## config.mk

```make
export PLATFORM = sky130hd
export DESIGN_NAME = rsd_cell
export DESIGN_NICKNAME = d
export VERILOG_FILES = /design/src/sv/rsd_pkg.sv /design/src/sv/rsd_cell.sv
export SDC_FILE = /design/constraint.sdc
export NUM_CORES = 1
export LEC_CHECK = 0
export BUFFER_PORTS_ARGS = -buffer_cell sky130_fd_sc_hd__buf_2
export CAP_MARGIN = 10
export CELL_PAD_IN_SITES_DETAIL_PLACEMENT = 2
export CELL_PAD_IN_SITES_GLOBAL_PLACEMENT = 2
export CORE_ASPECT_RATIO = 1.2
export CORE_UTILIZATION = 33
export CTS_CLUSTER_DIAMETER = 60
export DETAILED_ROUTE_END_ITERATION = 8
export PLACE_DENSITY = 0.91
export SYNTH_ARGS = -nofsm -noshare
export SYNTH_HDL_FRONTEND = slang
export SYNTH_SLANG_ARGS = --single-unit
```

## constraint.sdc

```tcl
create_clock -name clk -period 28.3 [get_ports clk]
set_input_delay 5.66 -clock clk [delete_from_list [all_inputs] [get_ports clk]]
set_output_delay 5.66 -clock clk [all_outputs]
set_load 0.03 [all_outputs]
```

## src/sv/rsd_pkg.sv

```systemverilog
// shared types and constants for the random scan detector
// no dependencies
package rsd_pkg;

  localparam int IDX_W  = 8;
  localparam int CNT_W  = 7;
  localparam int PADDR_W = 3;

  localparam logic [5:0] WINDOW_RESET = 6'd5;
  localparam logic [4:0] LIMIT_RESET  = 5'd10;

  localparam logic REG_WINDOW = 1'b0;
  localparam logic REG_LIMIT  = 1'b1;

  typedef struct packed {
    logic [31:0] source_addr;
    logic [31:0] dest_addr;
    logic        is_tcp;
    logic        syn_set;
    logic [10:0] minute_stamp;
    logic [5:0]  second_stamp;
  } in_item_t;

  typedef struct packed {
    logic        scan_alert;
    logic [31:0] alert_source;
    logic        table_full_drop;
    logic        ignored_packet;
  } out_item_t;

  // counts: tcp bank0, tcp bank1, udp bank0, udp bank1
  typedef logic [3:0][CNT_W-1:0] cnt_vec_t;

  typedef struct packed {
    logic [10:0]        minute;
    logic [5:0]         second;
    logic signed [7:0]  elapsed;
    logic               tsel;
    logic               usel;
    cnt_vec_t           cnt;
  } entry_t;

  typedef struct packed {
    logic             act;
    logic             hit;
    logic [IDX_W-1:0] hit_idx;
    logic             free;
    logic [IDX_W-1:0] free_idx;
    entry_t           ent;
  } tok_t;

  typedef struct packed {
    logic             we;
    logic [IDX_W-1:0] idx;
    logic             valid;
    logic             take;
    entry_t           ent;
  } upd_t;

  typedef enum logic [2:0] {
    ST_IDLE,
    ST_SEARCH,
    ST_EVAL,
    ST_SCAN,
    ST_ADD,
    ST_WB,
    ST_OUT
  } state_t;

endpackage

```

## src/sv/rsd_cell.sv

```systemverilog
// one tracker cell: holds one source entry and passes the search token on
// depends on rsd_pkg
module rsd_cell #(
  parameter int IDX = 0
) (
  input  logic           clk,
  input  logic           rst_n,
  input  logic [31:0]    query_src,
  input  rsd_pkg::tok_t  tok_in,
  input  rsd_pkg::upd_t  upd,
  output rsd_pkg::tok_t  tok_out
);
  import rsd_pkg::*;

  localparam logic [IDX_W-1:0] MY = IDX_W'(IDX);

  logic        valid_r;
  logic [31:0] src_r;
  entry_t      ent_r;
  tok_t        tok_r;
  tok_t        tok_nxt;
  logic        mine;

  assign mine = upd.we && (upd.idx == MY);

  always_comb begin
    tok_nxt = tok_in;
    if (tok_in.act) begin
      if (valid_r) begin
        if (!tok_in.hit && src_r == query_src) begin
          tok_nxt.hit     = 1'b1;
          tok_nxt.hit_idx = MY;
          tok_nxt.ent     = ent_r;
        end
      end else if (!tok_in.free) begin
        tok_nxt.free     = 1'b1;
        tok_nxt.free_idx = MY;
      end
    end
  end

  always_ff @(posedge clk) begin
    if (!rst_n) begin
      valid_r <= 1'b0;
      tok_r   <= '0;
    end else begin
      tok_r <= tok_nxt;
      if (mine) valid_r <= upd.valid;
    end
  end

  always_ff @(posedge clk) begin
    if (mine) begin
      ent_r <= upd.ent;
      if (upd.take) src_r <= query_src;
    end
  end

  assign tok_out = tok_r;

endmodule
```

=== Yosys cells after proc, flatten, opt, wreduce, memory -nomap -nowiden ===
Index checks and enable logic that the tools add are counted.
Widths: inputs -> output; s select.

* Flip-flop bits (word level): 162
* Input port bits: 174
* Output and inout port bits: 74
* Logic and storage cells: 38

* Equal/unequal tests: 1
* Mux-type cells: 7
* Reductions and logical operators: 5

{| class="wikitable"
|+ Operators by type and width
! cell !! number
|-
| $mux 55 || 2
|-
| $mux 73 || 1
|-
| $eq 32x32->1 || 1
|-
| $mux 9 || 3
|-
| $logic_not 8->1 || 1
|-
| $mux 8 || 1
|-
| $logic_and 1x1->1 || 2
|-
| $reduce_and 2->1 || 1
|-
| $logic_not 1->1 || 1
|}

=== Longest topological paths before layout ===
Gate-level depths: netlist of run 1.

* Depth in word-level cells: 5
* Depth in mapped cells: 7
* Depth with buffers taken out: 5

=== Worst setup path after synthesis of run 1 ===
No wires, ideal clock.

* Path kind: input to register
* Start: input port upd[59] in the netlist's numbering
* End: register src_r[0] (enable)
* Setup time: 392 ps
* Arrival time: 12668 ps
* Data required time: 27908 ps
* Setup slack: 15240 ps
* Stages: 4
* Buffers on the path: 0
* Path through: nor4_1 -> nand3b_1 -> nor4_1 -> and2_1

* Word-level cells in the longest chain between the ends: 3

{| class="wikitable"
|+ Ends and longest elaborated chain
! item !! RTL line !! RTL
|-
| from (decl) || rsd_cell.sv:10 || <nowiki>input rsd_pkg::upd_t upd,</nowiki>
|-
| $logic_not 8->1 || rsd_cell.sv:24 || <nowiki>assign mine = upd.we && (upd.idx == MY);</nowiki>
|-
| $logic_and 1x1->1 || rsd_cell.sv:24 ||
|-
| named net mine || rsd_cell.sv:22 || <nowiki>logic mine;</nowiki>
|-
| $reduce_and 2->1 (no source line) || -- ||
|-
| to (signal assigned) || rsd_cell.sv:55 || <nowiki>if (upd.take) src_r <= query_src;</nowiki>
|-
| to (decl) || rsd_cell.sv:18 || <nowiki>logic [31:0] src_r;</nowiki>
|}

The timed path passes the listed nets, and every way through them passes these cells.
A chain may end at the register's enable or synchronous reset.

=== Final worst setup path of run 1 ===
* Start: input port query_src[15]
* End: register tok_r, in the netlist tok_out[71]

* Word-level cells in the longest chain between the ends: 5

{| class="wikitable"
|+ Ends and longest elaborated chain
! item !! RTL line !! RTL
|-
| from (decl) || rsd_cell.sv:8 || <nowiki>input logic [31:0] query_src,</nowiki>
|-
| $eq 32x32->1 || rsd_cell.sv:30 || <nowiki>if (!tok_in.hit && src_r == query_src) begin</nowiki>
|-
| $logic_and 1x1->1 || rsd_cell.sv:30 ||
|-
| $mux 9 || rsd_cell.sv:30 ||
|-
| $mux 9 || rsd_cell.sv:29 || <nowiki>if (valid_r) begin</nowiki>
|-
| $mux 73 || rsd_cell.sv:28 || <nowiki>if (tok_in.act) begin</nowiki>
|-
| to (signal assigned) || rsd_cell.sv:47 || <nowiki>tok_r <= tok_nxt;</nowiki>
|-
| to (decl) || rsd_cell.sv:20 || <nowiki>tok_t tok_r;</nowiki>
|}

No other way between the ends.

==> flow_summary.json, run 1 <==
{
  "regArea_um2": 4110,
  "yosysSeqAreaShare_pct": 67.4,
  "crit_path_start_kind": "input pin",
  "postRouteAntennaNets": 0,
  "synthDistinctLibCells": 29,
  "rsz0062_at_grt": "false",
  "period_needed_ps": 8030,
  "drt_wl_total_um": 19600,
  "place_inst": 881,
  "worst_pin_slew_ps": 1240,
  "grt_overflow": 0,
  "ctsResizeCount": 0,
  "synth_top_cell_by_area": "edfxtp_1",
  "yosysWarnings": 0,
  "synth_area_leaders": "edfxtp_1 (43%), dfxtp_1 (25%), a21boi_1 (6.8%), o31ai_1 (6.8%), nand4_1 (5.7%)",
  "cts.sinks": 162,
  "maxSlewViolCount": 0,
  "yosysMostFrequentCell": "edfxtp_1",
  "path_clk_slew_ps": 70,
  "numPortBuffers": 247,
  "cp.buffers_inverters": 1,
  "fin_ws_ps": 20270,
  "worstPathCellList": "buf_2, xor2_1, nor4_2, and4_2, nand3_2, and3_1",
  "synth.top_cell.area_share_pct": 42.8,
  "r2r_start": "src_r[15]",
  "finalSetupViolCount": 0,
  "numCtsBuffers": 17,
  "vias": 4696,
  "h-tree-depth": 4,
  "syn_nets": 622,
  "synth_edf_count": 87,
  "fmax_ghz": 0.125,
  "crit_fanout": 56,
  "track_usage_pct": 21.0,
  "antenna_found_initial": 3,
  "whs_endpoint": "tok_out[41]",
  "grt_pass1_wl_um": 30100,
  "syn_area_per_cell_um2": 13.6,
  "grt_max_degree": 69,
  "stdcell_count": 915,
  "hold_depth": 2,
  "tritoncts": "yes",
  "hold_path.startpoint": "ent_r[41]",
  "drt-vias-per-instance": 5.13,
  "die_h_um": 151,
  "syn_area_um2": 6100,
  "crit_start": "query_src[15]",
  "multiInputGateArea_um2": 1800,
  "reg2reg_to": "tok_out[71]",
  "max-cap-violations": 0,
  "p_leak_nw": 3.25,
  "arrival_ps": 8330,
  "synth_common_cells": "edfxtp_1 (87), dfxtp_1 (75), nand4_1 (56)",
  "synth-seq-cells": 162,
  "dp_slack_ps": 19830,
  "cpPeakStageDelay_ps": 1170,
  "crit_slowest_cell": "and4_2",
  "skew_ps": 8.74,
  "critPathKind": "in -> reg",
  "postCtsHoldBufs": 0,
  "hold_violations": 0,
  "n_fill_cell": 1829,
  "vdd_drop_max_uv": 34.9,
  "slew_headroom_pct": 17.2,
  "rows": 54,
  "crit_path_end_kind": "register",
  "drt_pass1_iterations": 4,
  "design.core.area_um2": 18200,
  "cts_buffer_depth": 2,
  "critical_path.top_delay_family": "simple AND/OR/NAND/NOR gates",
  "fin_nets": 851,
  "async_flop_share_pct": 0,
  "reg2reg_slack_ps": 25200,
  "tns_ps": 0,
  "drive_above_1_share_pct": 42.5,
  "post-cts-setup-buffer-count": 0,
  "synth_top_flop_cell": "edfxtp_1",
  "critPathRequiredTime_ps": 28600,
  "area_delta_synth_final_pct": 32.4,
  "fin_crit_sh_pct": 28.4,
  "drcViolationCount": 0,
  "status": "finished, final reports clean",
  "num_io_pins": 248,
  "die-area_um2": 19000,
  "cts_root_buf": "clkbuf_16",
  "place_congestion": 0.763,
  "hp-class": "reg -> reg",
  "worstSkewPairLatency_ps": 420,
  "wire_per_inst_um": 21.4,
  "detailed_place_hpwl_um": 13600,
  "power_density_nw_per_um2": 66.2,
  "die_w_um": 126,
  "synth_cells": 448,
  "grt_pass1_vias": 5293,
  "reg2reg_depth": 5,
  "initial_utilization_pct": 33.6,
  "drt_iter0_drc": 223
}
[report_power, final]
group / leakage, nW / internal (mW) / switching (mW) / total, mW
logic: 1.55 / 0.0180 / 0.0266 / 0.0447
registers: 1.41 / 0.253 / 0.00165 / 0.255
clock network: 0.294 / 0.133 / 0.102 / 0.235
total: 3.25 / 0.404 / 0.130 / 0.535
[worst register-to-register path, stage by stage (launching register included)]
cell and delay (ps):
edfxtp_1 430, xor2_1 190, nor4_2 560, and4_2 1170
nand3_2 330, and3_1 310
[final cells by class]
type / instances / share of cell area (%)
Inverter: 1 / 0.0464
Antenna cell: 1 / 0.0310
Multi-Input combinational cell: 243 / 22.2
Tap cell: 224 / 3.47
Clock buffer: 17 / 5.26
Timing Repair Buffer: 252 / 15.9
Sequential cell: 162 / 50.9
Clock inverter: 15 / 2.15
[kinds of logic (layout without fill, tap and decap cells)]
logic type	after synthesis	after routing	share of synthesized area, %
AOI/OAI and AO/OA	113	113	13.9
xor gates and xnor gates	32	32	4.59
buffers and inverters	43	285	3.59
DFF	162	162	67.4
muxes	1	1	0.164
other	0	1	0
and+or+nand+nor	97	97	10.4
[stage by stage]
stage	hold WS, ps	area, um2	util, %	total power, mW
6_report	536	8080	44.5	0.535
5_1_grt	557	8080	44.5	0.553
4_1_cts	534	8060	44.3	0.541
3_5_place_dp	526	7460	41.1	0.305
3_3_place_gp	514	7460	41.1	0.302
2_1_floorplan	498	6100	-	0.281
[metal layers]
metal,global-route usage (%),vias to the layer above,wire [um]
met2,39.1,166,10700
met1,23.5,2302,7520
met4,5.96,4,268
met3,5.79,28,1080
li1,-,2196,-
met5,0,-,32
[state kept, by name (all words and copies together), names as in the netlist]
register	flops
tok_out	74
ent_r	55
src_r	32
valid_r	1
[how the worst max path moves through the flow]
stage                  end  depth (start not counted)  slack [ps]
2_1_floorplan     src_r[0]                          4       15240
3_3_place_gp   tok_out[71]                          6       20180
3_5_place_dp   tok_out[71]                          6       19830
4_1_cts        tok_out[71]                          6       20280
5_1_grt        tok_out[71]                          6       20110
6_report       tok_out[71]                          6       20270
[cell usage in the layout (no fill, tap or decap), drive strengths merged, types with 2 or more instances in the layout]
master	instances
clkinv	4
and3	9
buf	252
o21a	2
nor2b	2
xor2	28
bufinv	2
nand3	2
nand2	2
dfxtp	75
clkbuf	17
nand4	57
and4	2
xnor2	4
inv	9
edfxtp	87
o31ai	55
and2	10
a21boi	56
nor4	10
Power figures use the tool's default switching activity.
==> run 2, diff against run 1 <==
--- a/config.mk
+++ b/config.mk
@@ -10,10 +10,10 @@
 export CELL_PAD_IN_SITES_DETAIL_PLACEMENT = 2
 export CELL_PAD_IN_SITES_GLOBAL_PLACEMENT = 2
 export CORE_ASPECT_RATIO = 1.2
-export CORE_UTILIZATION = 33
+export CORE_UTILIZATION = 30
 export CTS_CLUSTER_DIAMETER = 60
 export DETAILED_ROUTE_END_ITERATION = 8
-export PLACE_DENSITY = 0.91
+export PLACE_DENSITY = 0.84
 export SYNTH_ARGS = -nofsm -noshare
 export SYNTH_HDL_FRONTEND = slang
 export SYNTH_SLANG_ARGS = --single-unit
==> constraint.sdc (replaced) <==
create_clock -name clk -period 7.71 [get_ports clk]
set_input_delay 1.542 -clock clk [delete_from_list [all_inputs] [get_ports clk]]
set_output_delay 1.542 -clock clk [all_outputs]
set_load 0.03 [all_outputs]
==> run 2 against run 1 <==
Effect of this change: critical endpoint is now tok_out[31]; combinational power grew to 3.7 times the previous value; total power grew to 3.7 times the previous value; highest routed layer unchanged; clock power increased to 3.7 times the previous value; clock skew about the same.
==> flow_summary.json, run 2 (synthesis results as in run 1) <==
{
  "status": "finished, final reports clean",
  "dp_slack_ps": 3580,
  "drt_iter0_drc": 226,
  "critPathRequiredTime_ps": 7990,
  "postCtsHoldBufs": 0,
  "placed_cell_area_um2": 7540,
  "initial_utilization_pct": 30.9,
  "crit_path_start_kind": "input pin",
  "place_inst": 921,
  "die_h_um": 158,
  "antenna_found_initial": 4,
  "num_io_pins": 248,
  "hp-class": "reg -> reg",
  "drt-vias-per-instance": 4.98,
  "design.core.area_um2": 19800,
  "drt_wl_total_um": 20200,
  "slew_headroom_pct": 20.2,
  "fin_nets": 853,
  "crit_path_end_kind": "register",
  "grt_pass1_wl_um": 30700,
  "die-area_um2": 20900,
  "largest_register_ff_count": 74,
  "die_w_um": 132,
  "post-cts-setup-buffer-count": 0,
  "h-tree-depth": 4,
  "worstSkewPairLatency_ps": 420,
  "n_fill_cell": 2091,
  "ctsResizeCount": 0,
  "cts.sinks": 162,
  "grt_pass1_vias": 5434,
  "crit_fanout": 55,
  "final_common_cell": "buf_2",
  "arrival_ps": 3960,
  "drive_above_1_share_pct": 42.3,
  "stdcell_count": 959,
  "fmax_ghz": 0.272,
  "period_needed_ps": 3680,
  "critPathKind": "in -> reg",
  "postRouteAntennaNets": 0,
  "place_congestion": 0.766,
  "hold_violations": 0,
  "power_density_nw_per_um2": 241,
  "drcViolationCount": 0,
  "numPortBuffers": 247,
  "track_usage_pct": 19.6,
  "finalSetupViolCount": 0,
  "fin_ws_ps": 4030,
  "vias": 4777,
  "tns_ps": 0,
  "multiInputGateArea_um2": 1810,
  "rsz0062_at_grt": "false",
  "final_cell_mix": "buf_2 (247), edfxtp_1 (87), dfxtp_1 (75)",
  "fin_crit_sh_pct": 47.7,
  "skew_ps": 8.32,
  "regArea_um2": 4110,
  "path_clk_slew_ps": 60,
  "p_leak_nw": 3.26,
  "rows": 56,
  "grt_max_degree": 69,
  "drt_pass1_iterations": 4,
  "max-cap-violations": 0,
  "tritoncts": "yes",
  "worst_pin_slew_ps": 1200,
  "numCtsBuffers": 17,
  "vdd_drop_max_uv": 139,
  "area_delta_synth_final_pct": 33.5,
  "cts_root_buf": "clkbuf_16",
  "cts_buffer_depth": 2,
  "maxSlewViolCount": 0,
  "wire_per_inst_um": 21.1,
  "final_area_um2": 8150,
  "detailed_place_hpwl_um": 13500,
  "grt_overflow": 0
}
run 2: final cells by class:
class	instances	area share [%]
diodes	6	0.184
clock buffers	22	5.69
clock inverters	10	1.64
inverters	1	0.0460
multi-input cells	243	22.1
flip-flops and latches	162	50.5
well taps	261	4.01
repair buffers	254	15.8
run 2: worst max-delay path: stages:
cell      delay, ps
buf_2           110
xor2_1          170
nor4_2          520
nand4_4         840
o31ai_1         640
a21boi_1        120
run 2: worst paths after layout:
kind / start / end / slack (ps) / cells past startpoint
min reg2reg: ent_r[47] / tok_out[47] / 540 / 2
min: ent_r[47] / tok_out[47] / 540 / 2
max: query_src[4] / tok_out[31] / 4030 / 6
max reg2reg: src_r[4] / tok_out[31] / 4890 / 5
run 2: metal layers:
layer | up-vias | part of all wire (%) | track usage (%)
li1 | 2199 | - | -
met1 | 2369 | 39 | 21.6
met5 | - | 0.064 | 0
met2 | 175 | 53 | 35.0
met3 | 32 | 5.9 | 5.99
met4 | 2 | 2.1 | 8.26
run 2: power breakdown:
group | switching [mW] | internal (mW)
registers | 0.00605 | 0.929
clock network | 0.343 | 0.526
logic | 0.0975 | 0.0660
total | 0.447 | 1.52
run 2: through the flow:
step / utilization [%] / power (mW) / hold WS (ps)
4_1_cts: 41.2 / 1.99 / 544
3_3_place_gp: 38.2 / 1.11 / 515
6_report: 41.3 / 1.97 / 540
2_1_floorplan: - / 1.03 / 498
3_5_place_dp: 38.2 / 1.12 / 533
5_1_grt: 41.2 / 2.04 / 566
==> run 3, diff against run 2 <==
--- a/config.mk
+++ b/config.mk
@@ -10,10 +10,10 @@
 export CELL_PAD_IN_SITES_DETAIL_PLACEMENT = 2
 export CELL_PAD_IN_SITES_GLOBAL_PLACEMENT = 2
 export CORE_ASPECT_RATIO = 1.2
-export CORE_UTILIZATION = 30
+export CORE_UTILIZATION = 27
 export CTS_CLUSTER_DIAMETER = 60
 export DETAILED_ROUTE_END_ITERATION = 8
-export PLACE_DENSITY = 0.84
+export PLACE_DENSITY = 0.8
 export SYNTH_ARGS = -nofsm -noshare
 export SYNTH_HDL_FRONTEND = slang
 export SYNTH_SLANG_ARGS = --single-unit
==> constraint.sdc (replaced) <==
create_clock -name clk -period 3.1 [get_ports clk]
set_input_delay 0.62 -clock clk [delete_from_list [all_inputs] [get_ports clk]]
set_output_delay 0.62 -clock clk [all_outputs]
set_load 0.03 [all_outputs]
==> run 3 against run 2 <==
Effect of this change: sequential share of layout area fell by 0.67 points; core utilization decreased by 3.6 points; combinational power increased by 150%.
==> flow_summary.json, run 3 (synthesis results as in run 1) <==
{
  "status": "finished, final reports clean",
  "cp.buffers_inverters": 1,
  "post-cts-setup-buffer-count": 0,
  "h-tree-depth": 4,
  "critPathKind": "reg -> reg",
  "fmax_ghz": 0.443,
  "whs_endpoint": "ent_r[40]",
  "area_delta_synth_final_pct": 35.3,
  "worstSkewPairLatency_ps": 420,
  "grt_pass1_vias": 5306,
  "detailed_place_hpwl_um": 14100,
  "place_congestion": 0.755,
  "cts.sinks": 162,
  "drt_wl_total_um": 19600,
  "stdcell_count": 980,
  "tritoncts": "yes",
  "postRouteAntennaNets": 0,
  "p_leak_nw": 3.30,
  "initial_utilization_pct": 27.8,
  "design.core.area_um2": 21900,
  "worstPathCellList": "xor2_1, nor4_2, and4_2, buf_4, nand4_1, a21boi_1",
  "cts_root_buf": "clkbuf_16",
  "period_needed_ps": 2260,
  "hold_violations": 0,
  "antenna_found_initial": 4,
  "arrival_ps": 2600,
  "fin_nets": 862,
  "cts_buffer_depth": 2,
  "worst_pin_slew_ps": 760,
  "placed_cell_area_um2": 7680,
  "drive_above_1_share_pct": 43.7,
  "critical_path.top_delay_family": "simple AND/OR/NAND/NOR gates",
  "critPathRequiredTime_ps": 3440,
  "numCtsBuffers": 17,
  "track_usage_pct": 17.2,
  "grt_overflow": 0,
  "die_w_um": 139,
  "numPortBuffers": 247,
  "hold_path.startpoint": "upd[40]",
  "max-cap-violations": 0,
  "path_clk_slew_ps": 70,
  "finalSetupViolCount": 0,
  "place_inst": 943,
  "worst-path-stages": 6,
  "tns_ps": 0,
  "hp-class": "in -> reg",
  "drt_pass1_iterations": 5,
  "largest_register_ff_count": 74,
  "grt_pass1_wl_um": 30300,
  "final_cell_mix": "buf_2 (247), edfxtp_1 (87), dfxtp_1 (75)",
  "postCtsHoldBufs": 0,
  "rsz0062_at_grt": "false",
  "die_h_um": 167,
  "reg2reg_depth": 6,
  "skew_ps": 8.95,
  "r2r_start": "src_r[26]",
  "crit_path_start_kind": "register",
  "grt_max_degree": 68,
  "reg2reg_to": "tok_out[23]",
  "hold_depth": 1,
  "crit_path_end_kind": "register",
  "reg2reg_slack_ps": 840,
  "vias": 4689,
  "power_density_nw_per_um2": 581,
  "maxSlewViolCount": 0,
  "ctsResizeCount": 0,
  "fin_crit_sh_pct": 72.8,
  "crit_slowest_cell": "and4_2",
  "final_common_cell": "buf_2",
  "wire_per_inst_um": 20.0,
  "cpPeakStageDelay_ps": 570,
  "final_area_um2": 8260,
  "crit_fanout": 14,
  "slew_headroom_pct": 48.9,
  "num_io_pins": 248,
  "drcViolationCount": 0,
  "drt-vias-per-instance": 4.78,
  "die-area_um2": 23200,
  "drt_iter0_drc": 172,
  "vdd_drop_max_uv": 344,
  "rows": 59
}
==> run 3: metal layers <==
| metal | up-vias | global-route usage [%] | routed length [um] |
|---|---|---|---|
| met5 | - | 0 | 0 |
| met4 | 0 | 5.46 | 298 |
| met3 | 16 | 4.54 | 1090 |
| met2 | 143 | 30.8 | 10200 |
| met1 | 2312 | 19.9 | 7970 |
| li1 | 2218 | - | - |
==> run 3: cell type report <==
| class | instances | area (um2) |
|---|---|---|
| Sequential cell | 162 | 4110 |
| Timing Repair Buffer | 263 | 1390 |
| Antenna cell | 5 | 12.5 |
| Tap cell | 274 | 343 |
| Multi-Input combinational cell | 243 | 1820 |
| Clock inverter | 14 | 144 |
| Fill cell | 2289 | 13700 |
| Clock buffer | 18 | 429 |
| Inverter | 1 | 3.75 |
==> run 3: how the worst max path moves through the flow <==
stage | start | to | slack (ps)
after CTS | src_r[26] | tok_out[23] | 770
after floorplan | upd[59] | src_r[0] | -930
after detailed placement | query_src[26] | tok_out[45] | 410
after global placement | query_src[26] | tok_out[13] | 500
final | src_r[26] | tok_out[23] | 840
after global routing | src_r[26] | tok_out[23] | 610
==> run 3: worst register-to-register path: stages, from the launching register on <==
cell and delay, ps:
edfxtp_1 390, xor2_1 160, nor4_2 470, and4_2 570
buf_4 280, nand4_1 120, a21boi_1 180
==> run 3: power by group <==
part / total [mW] / internal (mW) / leakage [nW] / switching [mW]
clock network: 2.07 / 1.13 / 0.268 / 0.936
registers: 2.33 / 2.31 / 1.41 / 0.0157
logic: 0.404 / 0.166 / 1.62 / 0.238
==> run 3: metrics by stage <==
| step | setup slack [ps] | hold WS (ps) | power, mW | util, % |
|---|---|---|---|---|
| finish | 843 | 372 | 4.80 | 37.7 |
| global route | 611 | 345 | 4.99 | 37.6 |
| CTS | 770 | 347 | 4.88 | 37.6 |
| detailed placement | 412 | 531 | 2.79 | 35.0 |
| global placement | 504 | 516 | 2.77 | 35.0 |
| floorplan | -931 | 498 | 2.57 | - |
